**config.mk**
```make
export PLATFORM = sky130hd
export DESIGN_NAME = matrix_keypad_debouncer_unit
export DESIGN_NICKNAME = d
export VERILOG_FILES = /design/src/rtl/core/mkd_pkg.sv /design/src/rtl/core/mkd_event_drain.sv /design/src/rtl/core/matrix_keypad_debouncer_unit.sv
export SDC_FILE = /design/constraint.sdc
export NUM_CORES = 1
export LEC_CHECK = 0
export BUFFER_PORTS_ARGS = -buffer_cell sky130_fd_sc_hd__clkbuf_2
export CORE_ASPECT_RATIO = 1.2
export CORE_MARGIN = 2
export CORE_UTILIZATION = 57
export CTS_BUF_LIST = sky130_fd_sc_hd__clkbuf_16
export CTS_CLUSTER_DIAMETER = 50
export DETAILED_ROUTE_END_ITERATION = 16
export GPL_ROUTABILITY_DRIVEN = 0
export PLACE_DENSITY = 0.74
export REMOVE_ABC_BUFFERS = 1
export SYNTH_ARGS = -nofsm -noshare
export SYNTH_HDL_FRONTEND = slang
export SYNTH_SLANG_ARGS = --single-unit
```
**constraint.sdc**
```tcl
create_clock -name clock -period 12.1 [get_ports clock]
set_input_delay 0.605 -clock clock [delete_from_list [all_inputs] [get_ports clock]]
set_output_delay 0.605 -clock clock [all_outputs]
set_load 0.01 [all_outputs]
```
**src/rtl/core/mkd_pkg.sv**
```systemverilog
// Shared types, constants and helpers for the 3x3 key matrix debouncer.
// No dependencies; imported by mkd_event_drain and matrix_keypad_debouncer_unit.
package mkd_pkg;

   localparam int NUM_KEYS   = 9;
   localparam int KEY_W      = 4;
   localparam int KIDX_W     = $clog2(NUM_KEYS);
   localparam int TIME_W     = 32;
   localparam int DEB_W      = 16;
   localparam int CSR_IDX_W  = 2;
   localparam int CSR_DATA_W = 16;

   typedef logic [NUM_KEYS-1:0] key_map_type;
   typedef logic [KEY_W-1:0]    key_code_type;
   typedef logic [KIDX_W-1:0]   key_idx_type;
   typedef logic [TIME_W-1:0]   time_type;
   typedef logic [DEB_W-1:0]    deb_type;

   typedef enum logic [CSR_IDX_W-1:0] {
      CSR_DEBOUNCE_MS = CSR_IDX_W'(0),
      CSR_ACTIVE_LOW  = CSR_IDX_W'(1)
   } csr_index_type;

   // one evaluated scan handed to the event drain
   typedef struct packed {
      logic         load;
      key_map_type  pend;
      key_map_type  base_map;
      key_map_type  new_bits;
      key_code_type base_recent;
   } evt_load_type;

   function automatic key_code_type key_code_of(input key_idx_type k);
      key_code_of = KEY_W'(k) + KEY_W'(1);
   endfunction

endpackage

```
**src/rtl/core/mkd_event_drain.sv**
```systemverilog
// Event buffer and result register: emits one key event per cycle while the output is not stalled, lowest key first.
// Depends on mkd_pkg.
module mkd_event_drain (
   input  logic                  clock,
   input  logic                  reset,
   input  mkd_pkg::evt_load_type ld,
   output logic                  buf_free,
   output logic                  rsp_valid,
   input  logic                  rsp_stall,
   output mkd_pkg::key_code_type rsp_key_code,
   output logic                  rsp_is_press,
   output mkd_pkg::key_map_type  rsp_pressed_map,
   output mkd_pkg::key_code_type rsp_last_key,
   output logic                  rsp_last_of_run
);
   import mkd_pkg::*;

   key_map_type  pend_ff, pend_in;
   key_map_type  cur_map_ff, cur_map_in;
   key_map_type  new_bits_ff, new_bits_in;
   key_code_type cur_recent_ff, cur_recent_in;

   logic         rsp_valid_ff, rsp_valid_in;
   key_code_type rsp_key_ff, rsp_key_in;
   logic         rsp_press_ff, rsp_press_in;
   key_map_type  rsp_map_ff, rsp_map_in;
   key_code_type rsp_last_key_ff, rsp_last_key_in;
   logic         rsp_last_ff, rsp_last_in;

   key_idx_type  sel;
   key_map_type  pend_after;
   key_map_type  map_after;
   key_code_type recent_after;
   logic         drain;
   logic         sel_press;

   always_comb begin
      sel = '0;
      for (int k = NUM_KEYS - 1; k >= 0; k--) begin
         if (pend_ff[k]) begin
            sel = KIDX_W'(k);
         end
      end
      sel_press       = new_bits_ff[sel];
      drain           = (pend_ff != '0) && (!rsp_valid_ff || !rsp_stall);
      pend_after      = pend_ff;
      pend_after[sel] = 1'b0;
      map_after       = cur_map_ff;
      map_after[sel]  = sel_press;
      recent_after    = sel_press ? key_code_of(sel) : cur_recent_ff;
      buf_free        = (pend_ff == '0) || (drain && (pend_after == '0));

      pend_in       = pend_ff;
      cur_map_in    = cur_map_ff;
      new_bits_in   = new_bits_ff;
      cur_recent_in = cur_recent_ff;
      if (drain) begin
         pend_in       = pend_after;
         cur_map_in    = map_after;
         cur_recent_in = recent_after;
      end
      if (ld.load) begin
         pend_in       = ld.pend;
         cur_map_in    = ld.base_map;
         new_bits_in   = ld.new_bits;
         cur_recent_in = ld.base_recent;
      end

      rsp_valid_in    = rsp_valid_ff && rsp_stall;
      rsp_key_in      = rsp_key_ff;
      rsp_press_in    = rsp_press_ff;
      rsp_map_in      = rsp_map_ff;
      rsp_last_key_in = rsp_last_key_ff;
      rsp_last_in     = rsp_last_ff;
      if (drain) begin
         rsp_valid_in    = 1'b1;
         rsp_key_in      = key_code_of(sel);
         rsp_press_in    = sel_press;
         rsp_map_in      = map_after;
         rsp_last_key_in = recent_after;
         rsp_last_in     = (pend_after == '0);
      end
   end

   always_ff @(posedge clock) begin
      if (reset) begin
         pend_ff      <= '0;
         rsp_valid_ff <= 1'b0;
      end else begin
         pend_ff      <= pend_in;
         rsp_valid_ff <= rsp_valid_in;
      end
      cur_map_ff      <= cur_map_in;
      new_bits_ff     <= new_bits_in;
      cur_recent_ff   <= cur_recent_in;
      rsp_key_ff      <= rsp_key_in;
      rsp_press_ff    <= rsp_press_in;
      rsp_map_ff      <= rsp_map_in;
      rsp_last_key_ff <= rsp_last_key_in;
      rsp_last_ff     <= rsp_last_in;
   end

   assign rsp_valid       = rsp_valid_ff;
   assign rsp_key_code    = rsp_key_ff;
   assign rsp_is_press    = rsp_press_ff;
   assign rsp_pressed_map = rsp_map_ff;
   assign rsp_last_key    = rsp_last_key_ff;
   assign rsp_last_of_run = rsp_last_ff;

   a_load_when_free: assert property (@(posedge clock) disable iff (reset)
      ld.load |-> buf_free)
      else $error("scan loaded over pending events");

   a_one_per_drain: assert property (@(posedge clock) disable iff (reset)
      drain && !ld.load |=> $countones(pend_ff) == $countones($past(pend_ff)) - 1)
      else $error("drain did not retire exactly one event");

   a_key_in_range: assert property (@(posedge clock) disable iff (reset)
      rsp_valid_ff |-> (rsp_key_ff != '0) && (rsp_key_ff <= KEY_W'(NUM_KEYS)))
      else $error("event key out of range");

   a_press_sets_last: assert property (@(posedge clock) disable iff (reset)
      rsp_valid_ff && rsp_press_ff |-> rsp_last_key_ff == rsp_key_ff)
      else $error("press did not update last key");
endmodule

```
**src/rtl/core/matrix_keypad_debouncer_unit.sv**
```systemverilog
// Top level of the 3x3 key matrix debouncer: scan register, per-key debounce state.
// A request passes through the scan register, the event buffer and the result register before its first event.
// Throughput: one scan per cycle while each scan yields at most one event and the output is not stalled;
// a scan with n events holds the event buffer until all are drained, one event per unstalled cycle.
// Reset: synchronous, clears debounced map, stamps and last key; debounce 50 ms, active low.
// Depends on mkd_pkg and mkd_event_drain.
module matrix_keypad_debouncer_unit (
   input  logic                   clock,
   input  logic                   reset,
   input  logic                   req_valid,
   output logic                   req_stall,
   input  mkd_pkg::key_map_type   req_raw_levels,
   input  mkd_pkg::time_type      req_time_ms,
   output logic                   rsp_valid,
   input  logic                   rsp_stall,
   output mkd_pkg::key_code_type  rsp_key_code,
   output logic                   rsp_is_press,
   output mkd_pkg::key_map_type   rsp_pressed_map,
   output mkd_pkg::key_code_type  rsp_last_key,
   output logic                   rsp_last_of_run,
   input  logic                   csr_valid,
   output logic                   csr_ready,
   input  logic [mkd_pkg::CSR_IDX_W-1:0]  csr_index,
   input  logic [mkd_pkg::CSR_DATA_W-1:0] csr_wdata
);
   import mkd_pkg::*;

   deb_type      debounce_ff, debounce_in;
   logic         active_low_ff, active_low_in;

   logic         in_valid_ff, in_valid_in;
   key_map_type  raw_ff, raw_in;
   time_type     time_ff, time_in;

   key_map_type  map_ff, map_in;
   time_type     stamp_ff [NUM_KEYS];
   time_type     stamp_in [NUM_KEYS];
   key_code_type recent_ff, recent_in;

   key_map_type  pressed;
   key_map_type  acc;
   key_code_type recent_next;
   time_type     elapsed;
   logic         buf_free;
   logic         move;
   evt_load_type ld;

   assign csr_ready = 1'b1;
   assign move      = in_valid_ff && buf_free;
   assign req_stall = in_valid_ff && !move;

   always_comb begin
      debounce_in   = debounce_ff;
      active_low_in = active_low_ff;
      if (csr_valid && csr_ready) begin
         unique case (csr_index)
            CSR_DEBOUNCE_MS: debounce_in   = DEB_W'(csr_wdata);
            CSR_ACTIVE_LOW:  active_low_in = csr_wdata[0];
            default: ;
         endcase
      end
   end

   always_comb begin
      elapsed     = '0;
      recent_next = recent_ff;
      for (int k = 0; k < NUM_KEYS; k++) begin
         pressed[k] = raw_ff[k] ^ active_low_ff;
         elapsed    = time_ff - stamp_ff[k];
         acc[k]     = (pressed[k] != map_ff[k]) && (elapsed >= TIME_W'(debounce_ff));
         if (acc[k] && pressed[k]) begin
            recent_next = key_code_of(KIDX_W'(k));
         end
      end

      in_valid_in = in_valid_ff && !move;
      raw_in      = raw_ff;
      time_in     = time_ff;
      if (req_valid && !req_stall) begin
         in_valid_in = 1'b1;
         raw_in      = req_raw_levels;
         time_in     = req_time_ms;
      end

      map_in    = map_ff;
      recent_in = recent_ff;
      for (int k = 0; k < NUM_KEYS; k++) begin
         stamp_in[k] = stamp_ff[k];
      end
      if (move) begin
         map_in    = map_ff ^ acc;
         recent_in = recent_next;
         for (int k = 0; k < NUM_KEYS; k++) begin
            if (acc[k]) begin
               stamp_in[k] = time_ff;
            end
         end
      end

      ld.load        = move && (acc != '0);
      ld.pend        = acc;
      ld.base_map    = map_ff;
      ld.new_bits    = pressed;
      ld.base_recent = recent_ff;
   end

   always_ff @(posedge clock) begin
      if (reset) begin
         debounce_ff   <= DEB_W'(50);
         active_low_ff <= 1'b1;
         in_valid_ff   <= 1'b0;
         map_ff        <= '0;
         recent_ff     <= '0;
         for (int k = 0; k < NUM_KEYS; k++) begin
            stamp_ff[k] <= '0;
         end
      end else begin
         debounce_ff   <= debounce_in;
         active_low_ff <= active_low_in;
         in_valid_ff   <= in_valid_in;
         map_ff        <= map_in;
         recent_ff     <= recent_in;
         for (int k = 0; k < NUM_KEYS; k++) begin
            stamp_ff[k] <= stamp_in[k];
         end
      end
      raw_ff  <= raw_in;
      time_ff <= time_in;
   end

   mkd_event_drain u_drain (
      .clock           (clock),
      .reset           (reset),
      .ld              (ld),
      .buf_free        (buf_free),
      .rsp_valid       (rsp_valid),
      .rsp_stall       (rsp_stall),
      .rsp_key_code    (rsp_key_code),
      .rsp_is_press    (rsp_is_press),
      .rsp_pressed_map (rsp_pressed_map),
      .rsp_last_key    (rsp_last_key),
      .rsp_last_of_run (rsp_last_of_run)
   );

   a_stall_needs_scan: assert property (@(posedge clock) disable iff (reset)
      !in_valid_ff |-> !req_stall)
      else $error("request stalled with empty scan register");

   a_map_holds: assert property (@(posedge clock) disable iff (reset)
      !move |=> map_ff == $past(map_ff))
      else $error("debounced map changed without a scan");

   a_recent_on_press: assert property (@(posedge clock) disable iff (reset)
      move && ((acc & pressed) == '0) |=> recent_ff == $past(recent_ff))
      else $error("last key changed without a press");
endmodule
```
======== Word-level counts from Yosys, hierarchy flattened ========
Memory sizes are Yosys's and may differ from the RTL's.
Cells that the tools add are included.
Widths: inputs -> output; s select.
word-level totals
  register bits ........................... 123
  RAM bits ................................ 288
  bits of input ports ..................... 64
  output and inout port bits .............. 22
  word-level logic and storage cells ...... 166
  memories kept ........................... 1
cells by class
  add/subtract/negate cells ............... 10
  magnitude comparators ................... 11
  equal/unequal tests ..................... 10
  muxes and demuxes ....................... 54
  bitwise operators ....................... 21
  reduce and logical (&&, ||, !) cells .... 42
memories
  name      words  bits a word  read ports  clocked after Yosys merged registers in  write ports  RTL line                            RTL
  stamp_ff  9      32           9           0                                        9            matrix_keypad_debouncer_unit.sv:36  time_type stamp_ff [NUM_KEYS];
operators with widths
  kind                 count
  $mux 32              18
  $ge 32x16->1         9
  $mux 288             1
  $sub 32x32->32       9
  $mux 4               21
  $mux 9               4
  $reduce_bool 9->1    3
  $logic_and 1x1->1    26
  $logic_not 9->1      2
  $and 9x9->9          1
  $bwmux 9             1
  $ne 1x1->1           9
  $not 9->9            1
  $or 1x1->1           9
  $xor 1x1->1          9
  $xor 9x9->9          1
  $mux 1               7
  $reduce_and 2->1     3
  $lt 4x5->1 const B   1
  $add 4x1->4 const B  1
  $bmux 1 s4           1
  $demux 1 s4          1
  $ge 4x1->1 const B   1
  $logic_not 1->1      4
  other kinds (4)      5

======== Depth between registers and ports, before layout ========
Gate-level depths: netlist of the first run.
  word-level depth ........................ 24
  gate-level depth with buffers ........... 28
  mapped depth without buffers ............ 26

======== By module ========
A second synthesis of the first run with hierarchy kept.
second synthesis, totals
  cells, all modules ...................... 4492
  area, all modules ....................... 36053.3 um2
modules (own cells, without submodules)
  module                        instances  cells an instance  area an instance (um2)
  matrix_keypad_debouncer_unit  1          4277               33468.3
  mkd_event_drain               1          215                2585.0

======== Worst setup path after synthesis of the first run ========
Ideal clock, no wire load.
  kind .................................... reg-to-reg
  start point ............................. register time_ff[1]
  end point ............................... register u_drain.cur_map_ff[0], enable pin
  setup time .............................. 0.342 ns
  arrival ................................. 6.429 ns
  slack ................................... 5.329 ns
  cell stages (with the launch flop) ...... 23
  path buffers ............................ 1
  path through ............................ edfxtp_1 inv_1 fa_1 nand2b_1 a21oi_1 o2111ai_1 a311oi_1 nor2_1 xnor2_1 ha_1 nand4_1 nor3_1 a221o_1 or4_1 or4b_1 nor4_1 nand4_1 nor4b_4 o22ai_1 a211o_1 o31ai_4 buf_8 nand2b_1
between the ends
  cells in the longest elaborated chain, start to end .. 6
  elaborated cells between the ends (all ways) .. 30
ends and longest elaborated chain
  item                                    RTL line                             RTL
  start: declaration                      matrix_keypad_debouncer_unit.sv:33   time_type time_ff, time_in;
  start signal: assignment                matrix_keypad_debouncer_unit.sv:128  time_ff <= time_in;
  $sub 32x32->32                          matrix_keypad_debouncer_unit.sv:69   elapsed = time_ff - stamp_ff[k];
  $ge 32x16->1                            matrix_keypad_debouncer_unit.sv:70   acc[k] = (pressed[k] != map_ff[k]) && (elapsed >= TIME_W'(debounce_ff));
  $logic_and 1x1->1                       matrix_keypad_debouncer_unit.sv:70
  $reduce_bool 9->1 (*)                   matrix_keypad_debouncer_unit.sv:100  ld.load = move && (acc != '0);
  $logic_and 1x1->1 (*)                   matrix_keypad_debouncer_unit.sv:100
  $reduce_bool 2->1 (no source line) (*)  -
  end signal: assignment                  mkd_event_drain.sv:93                cur_map_ff <= cur_map_in;
  end: declaration                        mkd_event_drain.sv:19                key_map_type cur_map_ff, cur_map_in;
Every way passes the cells marked *; elsewhere a longest branch is shown, timed or not.
A chain may end at the register's enable or synchronous reset.

======== Worst setup path after layout of the first run ========
  start point ............................. register time_ff[0]
  end point ............................... register u_drain.cur_recent_ff[0], enable pin
between the ends
  cells in the longest elaborated chain, start to end .. 6
  elaborated cells between the ends (all ways) .. 30
ends and longest elaborated chain
  item                                    RTL line                             RTL
  $sub 32x32->32                          matrix_keypad_debouncer_unit.sv:69
  $ge 32x16->1                            matrix_keypad_debouncer_unit.sv:70
  $logic_and 1x1->1                       matrix_keypad_debouncer_unit.sv:70
  $reduce_bool 9->1 (*)                   matrix_keypad_debouncer_unit.sv:100
  $logic_and 1x1->1 (*)                   matrix_keypad_debouncer_unit.sv:100
  $reduce_bool 2->1 (no source line) (*)  -
  end signal: assignment                  mkd_event_drain.sv:95                cur_recent_ff <= cur_recent_in;
  end: declaration                        mkd_event_drain.sv:21                key_code_type cur_recent_ff, cur_recent_in;
Marks and branches as above.

==> run summary, run 1 <==
ROUTING
----------------------------------------------------------------------------------
Remaining antenna violation count after routing                                  0
DRT Pass-1 Iters                                                                 6
Final WL                                                                    107 mm
Via Count                                                                    33.4k
Initial detailed-routing violation count                                      2591
Vias per Instance                                                             6.25
Number of design rule violations left after detail routing                       0
Routed length per placed instance                                          20.0 um

CELLS AND AREA
----------------------------------------------------------------------------------
Number of cells in the finished layout apart from fillers                     5347
Net count of the finished layout                                              4981
Area added between synthesis and finish                                      8.20%
Share of cells above drive strength 1                                        6.71%

GRT
----------------------------------------------------------------------------------
Initial antenna violation count                                                  5
First-pass GRT wire length                                                  166 mm
Global routing usage summed across all routing layers                        32.2%
Largest net degree at the start of global routing                              195
Vias in the first global route                                               31.2k
GR Overflow Total                                                                0

FLOORPLAN
----------------------------------------------------------------------------------
Die area                                                                65200 um^2
Effective utilization at floorplan                                           57.9%
Die width                                                                   233 um
Number of cell rows                                                            100
Die Height                                                                  279 um
Number of top-level pins                                                        86
Area inside the core boundary                                           62200 um^2

CRITICAL PATH
----------------------------------------------------------------------------------
Kind of start point of the critical path                                      flop
Delay of the slowest cell on the worst path                                0.80 ns
Data arrival, critical path                                                8.34 ns
Slowest CP cell                                                            o31ai_4
Crit. End Element                                                             flop
Family of cells with the greatest summed delay on the critical path   compound AO/OA/AOI/OAI gates
Endpoint required time on the critical path                               12.32 ns
Highest fanout seen on the critical path                                        15
Number of buffers and inverters on the critical path                             2
Worst Path Class, Setup                                               flop to flop

TIMING
----------------------------------------------------------------------------------
Worst clock skew                                                         0.0293 ns
Final clock period utilization by the worst path                             67.1%
Pins Over Slew Limit                                                             0
Accumulated negative setup slack                                              0 ns
Actual transition at the worst max-transition pin                          1.14 ns
Count of final hold-check violations                                             0
Setup repair after global routing missed its margin                             no
Achievable frequency                                                     0.123 GHz
Normalized max-slew margin                                                   24.0%
Setup violation total in the final timing report                                 0
Shortest clock period the worst path allows after layout                   8.12 ns

CTS
----------------------------------------------------------------------------------
Number of buffers inserted during clock tree synthesis                          58
Clk sinks                                                                      411
Clock insertion delay at the later pin of the skew report                  0.63 ns
Post-CTS Hold Buffers                                                            0
CTS-repair resized insts                                                         0
Longest Clk Path Bufs                                                            3
Root Driver                                                              clkbuf_16
TritonCTS clock tree                                                          done
Clock Pin Slew Worst Setup and Hold Paths                                  0.06 ns
CTS HTree Levels                                                                 2
Post-CTS Setup Inserts                                                           0

POWER AND IR DROP
----------------------------------------------------------------------------------
PD cells                                                               303 nW/um^2
Worst supply voltage drop on vdd                                          0.184 mV
Leak                                                                       16.4 nW

SYNTH
----------------------------------------------------------------------------------
Mapped Cells                                                                  4506
Dominant cell type by area after synthesis                                 dfxtp_1
Share of the synthesized area in the top cell type                           18.3%
Top_reg_cell synth                                                         dfxtp_1
Top cells by count, synth                                             nor2_1 (522), ha_1 (427), a21oi_1 (417)
Netlist area before placement                                           36000 um^2
Yosys cell types                                                                96
Warnings from Yosys                                                              0
Mean instance size in the synthesized netlist                            7.99 um^2
Sequential share of the synthesized area                                     25.1%
Top cells by area, synth                                              dfxtp_1 (18%), ha_1 (15%), mux2i_1 (8.1%)
Most frequent cell after synthesis                                          nor2_1
Seq cells post-synth                                                           411
Number of enable-type register cells in the synthesized netlist                 82
FFs w/ async S/R, synth                                                         0%

WORST HOLD PATH
----------------------------------------------------------------------------------
Worst hold-check path type                                            input pin to flop

PLACE
----------------------------------------------------------------------------------
Dpl cells                                                                     5237
Port Buffers                                                                    84
Half-perimeter wire length after detailed placement                        75.7 mm

OUTCOME
----------------------------------------------------------------------------------
Result of the run                                                     complete, no violations

RUN
----------------------------------------------------------------------------------
Reported max-cap violation count                                                 0

placed cells by master (no fill, tap or decap), types with 69 or more instances in the layout:
master | Yosys | layout
a21o_1 | 114 | 114
a21oi_1 | 417 | 416
clkbuf_2 | 1 | 83
dfxtp_1 | 329 | 329
edfxtp_1 | 82 | 82
ha_1 | 427 | 427
inv_1 | 368 | 373
mux2i_1 | 291 | 291
nand2_1 | 315 | 313
nand3_1 | 71 | 69
nand4_1 | 97 | 97
nor2_1 | 522 | 522
o21ai_0 | 198 | 198
xnor2_1 | 140 | 140
xor2_1 | 93 | 93
kinds of logic (layout without fill, tap and decap cells):
group	Yosys count	after routing	synth area share, %
other	1	2	0.0104
adders and majority gates	436	436	15.3
xor gates and xnor gates	233	233	5.67
DFF	411	411	25.1
muxes	317	317	9.05
AOI/OAI and AO/OA	1179	1179	21.0
and+or+nand+nor	1341	1341	17.5
buffers and inverters	588	612	6.27
path summary, 6_finish.rpt:
path                        start                  endpoint  slack [ns]  depth (start not counted)
setup / recovery       time_ff[0]  u_drain.cur_recent_ff[0]        3.98                         25
setup reg to reg       time_ff[0]  u_drain.cur_recent_ff[0]        3.98                         25
hold / removal     req_time_ms[6]                time_ff[6]        0.15                          1
hold reg to reg   debounce_ff[15]           debounce_ff[15]        0.46                          2
stage by stage:
stage               utilization [%]  hold WS [ns]  instance area, um^2  setup slack [ns]  power, mW
detailed placement             59.5         0.450                37000              4.18       9.91
CTS                            62.6         0.122                38900              4.11       11.7
finish                         62.6         0.148                38900              3.98       11.8
global route                   62.6         0.132                38900              3.35       12.7
global placement               59.5         0.445                37000              4.33       9.77
floorplan                         -         0.430                35100              5.05       8.06
registers in the layout (all words and copies together) (netlist names), named ones only:
signal,flops
active_low_ff,1
u_drain.rsp_is_press,1
recent_ff,4
time_ff,32
in_valid_ff,1
raw_ff,9
u_drain.cur_map_ff,9
u_drain.rsp_valid,1
u_drain.rsp_pressed_map,9
debounce_ff,16
u_drain.new_bits_ff,9
u_drain.rsp_last_of_run,1
u_drain.rsp_last_key,4
stamp_ff,288
u_drain.cur_recent_ff,4
u_drain.rsp_key_code,4
u_drain.pend_ff,9
power breakdown:
part           internal (mW)  total, mW  switching (mW)  leakage [nW]
Combinational           3.16       7.91            4.76          12.0
Sequential              1.93       2.16           0.225          3.47
Clock                   1.01       1.71           0.702         0.956
area by class of cell:
class | count | area (um^2)
Inverter | 368 | 1380
Clock inverter | 50 | 455
Antenna cell | 1 | 2.50
Tap cell | 816 | 1020
Multi-Input combinational cell | 3507 | 24700
Sequential cell | 411 | 9050
Fill cell | 5519 | 23200
Clock buffer | 59 | 1480
Timing Repair Buffer | 135 | 826
metal layers:
layer,GRT usage [%],wire length (um),vias to the layer above
li1,-,-,16200
met1,39.4,43700,15700
met2,53.0,48500,1213
met3,5.47,7840,357
met4,18.7,6960,0
met5,0,0,-
(Power assumes the default switching activity.)
==> inputs of run 2 (changes only) <==
==> constraint.sdc (replaced) <==
create_clock -name clock -period 8.2 [get_ports clock]
set_input_delay 0.41 -clock clock [delete_from_list [all_inputs] [get_ports clock]]
set_output_delay 0.41 -clock clock [all_outputs]
set_load 0.01 [all_outputs]
==> run summary, run 2 (same netlist as run 1, synthesis figures left out) <==
CTS
----------------------------------------------------------------------------------
Clock Pin Slew Worst Setup and Hold Paths                                  0.06 ns
Clk sinks                                                                      411
CTS-repair resized insts                                                         0
Root Driver                                                              clkbuf_16
TritonCTS clock tree                                                          done
Number of buffers inserted during clock tree synthesis                          59
Clock insertion delay at the later pin of the skew report                  0.64 ns
CTS HTree Levels                                                                 2
Longest Clk Path Bufs                                                            3

TIMING
----------------------------------------------------------------------------------
Actual transition at the worst max-transition pin                          1.22 ns
Worst clock skew                                                         0.0235 ns
Setup violation total in the final timing report                                 0
Final clock period utilization by the worst path                             92.2%
Shortest clock period the worst path allows after layout                   7.56 ns
Count of final hold-check violations                                             0
Setup repair after global routing missed its margin                             no
Pins Over Slew Limit                                                             0
Accumulated negative setup slack                                              0 ns
Achievable frequency                                                     0.132 GHz
Normalized max-slew margin                                                   18.9%

ROUTING
----------------------------------------------------------------------------------
Vias per Instance                                                             6.27
DRT Pass-1 Iters                                                                 6
Via Count                                                                    34.0k
Number of design rule violations left after detail routing                       0
Initial detailed-routing violation count                                      2797
Remaining antenna violation count after routing                                  0
Final WL                                                                    111 mm
Routed length per placed instance                                          20.4 um

GRT
----------------------------------------------------------------------------------
Largest net degree at the start of global routing                              198
First-pass GRT wire length                                                  173 mm
Initial antenna violation count                                                  3
Vias in the first global route                                               32.5k
Global routing usage summed across all routing layers                        33.4%
GR Overflow Total                                                                0

RUN
----------------------------------------------------------------------------------
Reported max-cap violation count                                                 0

CELLS AND AREA
----------------------------------------------------------------------------------
Share of the core filled with cells                                          63.8%
Largest registers                                                     stamp_ff: 288 flops, time_ff: 32 flops, debounce_ff: 16 flops
Area of all sequential standard cells                                    9050 um^2
Multi-input logic area                                                  24700 um^2
Register containing the most flip-flops in the final layout               stamp_ff
Top library cells by usage in the layout, fill and taps aside         nor2_1 (522), ha_1 (427), a21oi_1 (416)
Most common cell after layout, fill and taps aside                          nor2_1
Flip-flop count of the largest register, all copies and words added            288
Area added between synthesis and finish                                      10.2%
Share of cells above drive strength 1                                        7.06%
Net count of the finished layout                                              5055
Filler instances                                                              5469

FLOORPLAN
----------------------------------------------------------------------------------
Area inside the core boundary                                           62200 um^2
Die width                                                                   233 um
Die Height                                                                  279 um
Number of cell rows                                                            100
Effective utilization at floorplan                                           57.9%
Number of top-level pins                                                        86
Die area                                                                65200 um^2

CRITICAL PATH
----------------------------------------------------------------------------------
Worst Path Class, Setup                                               flop to flop
Family of cells with the greatest summed delay on the critical path   compound AO/OA/AOI/OAI gates
Slowest CP cell                                                           a221oi_1
Endpoint required time on the critical path                                8.59 ns
Crit. End Element                                                             flop
Highest fanout seen on the critical path                                         9
Data arrival, critical path                                                7.95 ns
Number of buffers and inverters on the critical path                             3
Delay of the slowest cell on the worst path                                0.65 ns
Kind of start point of the critical path                                      flop

POWER AND IR DROP
----------------------------------------------------------------------------------
Worst supply voltage drop on vdd                                          0.276 mV
PD cells                                                               444 nW/um^2
Leak                                                                       16.8 nW

WORST HOLD PATH
----------------------------------------------------------------------------------
Worst hold-check path type                                            input pin to flop

PLACE
----------------------------------------------------------------------------------
Half-perimeter wire length after detailed placement                        81.0 mm
Port Buffers                                                                    84

OUTCOME
----------------------------------------------------------------------------------
Result of the run                                                     complete, no violations

run 2: per-stage QoR:
stage / power, mW / hold slack [ns] / setup slack (ns) / instances / cell area (um^2)
floorplan: 11.9 / 0.430 / 1.15 / 4286 / 35100
finish: 17.6 / 0.0155 / 0.639 / 5423 / 39700
global route: 19.0 / 0.0368 / 0.268 / 5422 / 39700
detailed placement: 14.7 / 0.447 / 0.789 / 5255 / 37100
global placement: 14.5 / 0.442 / 0.875 / 5255 / 37100
CTS: 17.4 / 0.00294 / 0.759 / 5422 / 39700
run 2: worst reg2reg max path: stages, from the launching register on:
cell and delay [ns]:
edfxtp_1 0.43, inv_1 0.27, ha_1 0.23, inv_1 0.06, fa_1 0.39, a21o_1 0.19
a221oi_1 0.65, o21ai_0 0.24, a21oi_1 0.19, o21bai_1 0.10, a21o_1 0.18, a21oi_1 0.16
xnor2_1 0.14, ha_1 0.26, and4_1 0.16, a221oi_1 0.26, nand4_1 0.13, nor4_1 0.18
nand3_1 0.10, or4_1 0.50, nor4_1 0.33, nand4_1 0.55, a22oi_1 0.37, nand3_1 0.16
o31ai_4 0.43, buf_4 0.29, mux2_2 0.36
run 2: final cells by class:
class                   count  share of cell area (%)
clock buffers              62                    3.91
multi-input cells        3507                    62.3
flip-flops and latches    411                    22.8
clock inverters            50                    1.07
diodes                      1                 0.00631
inverters                 368                    3.48
well taps                 816                    2.57
repair buffers            208                    3.81
run 2: power by group:
| group | switching, mW | leakage, nW | internal [mW] |
|---|---|---|---|
| Sequential | 0.423 | 3.47 | 2.85 |
| Clock | 1.07 | 1.01 | 1.49 |
| Combinational | 7.04 | 12.3 | 4.71 |
| Total | 8.54 | 16.8 | 9.06 |
run 2: what timing repair did:
action	4_1_cts	5_1_grt
endpoints found under the hold margin	55	0
buffers inserted	0	0
hold buffers	55	0
run 2: worst paths after layout:
| check | from | depth (start not counted) | end | slack, ns |
|---|---|---|---|---|
| worst max-delay path | time_ff[0] | 26 | u_drain.cur_map_ff[1] | 0.64 |
| worst min-delay path | csr_wdata[14] | 3 | debounce_ff[14] | 0.02 |
| worst min register to register | debounce_ff[11] | 2 | debounce_ff[11] | 0.46 |
| worst max register to register | time_ff[0] | 26 | u_drain.cur_map_ff[1] | 0.64 |
run 2: routing by layer:
metal  wire length [um]  track usage (%)
met5                  0                0
met4               7540             20.2
met3               7830             5.29
met2              51600             56.5
met1              43800             39.7
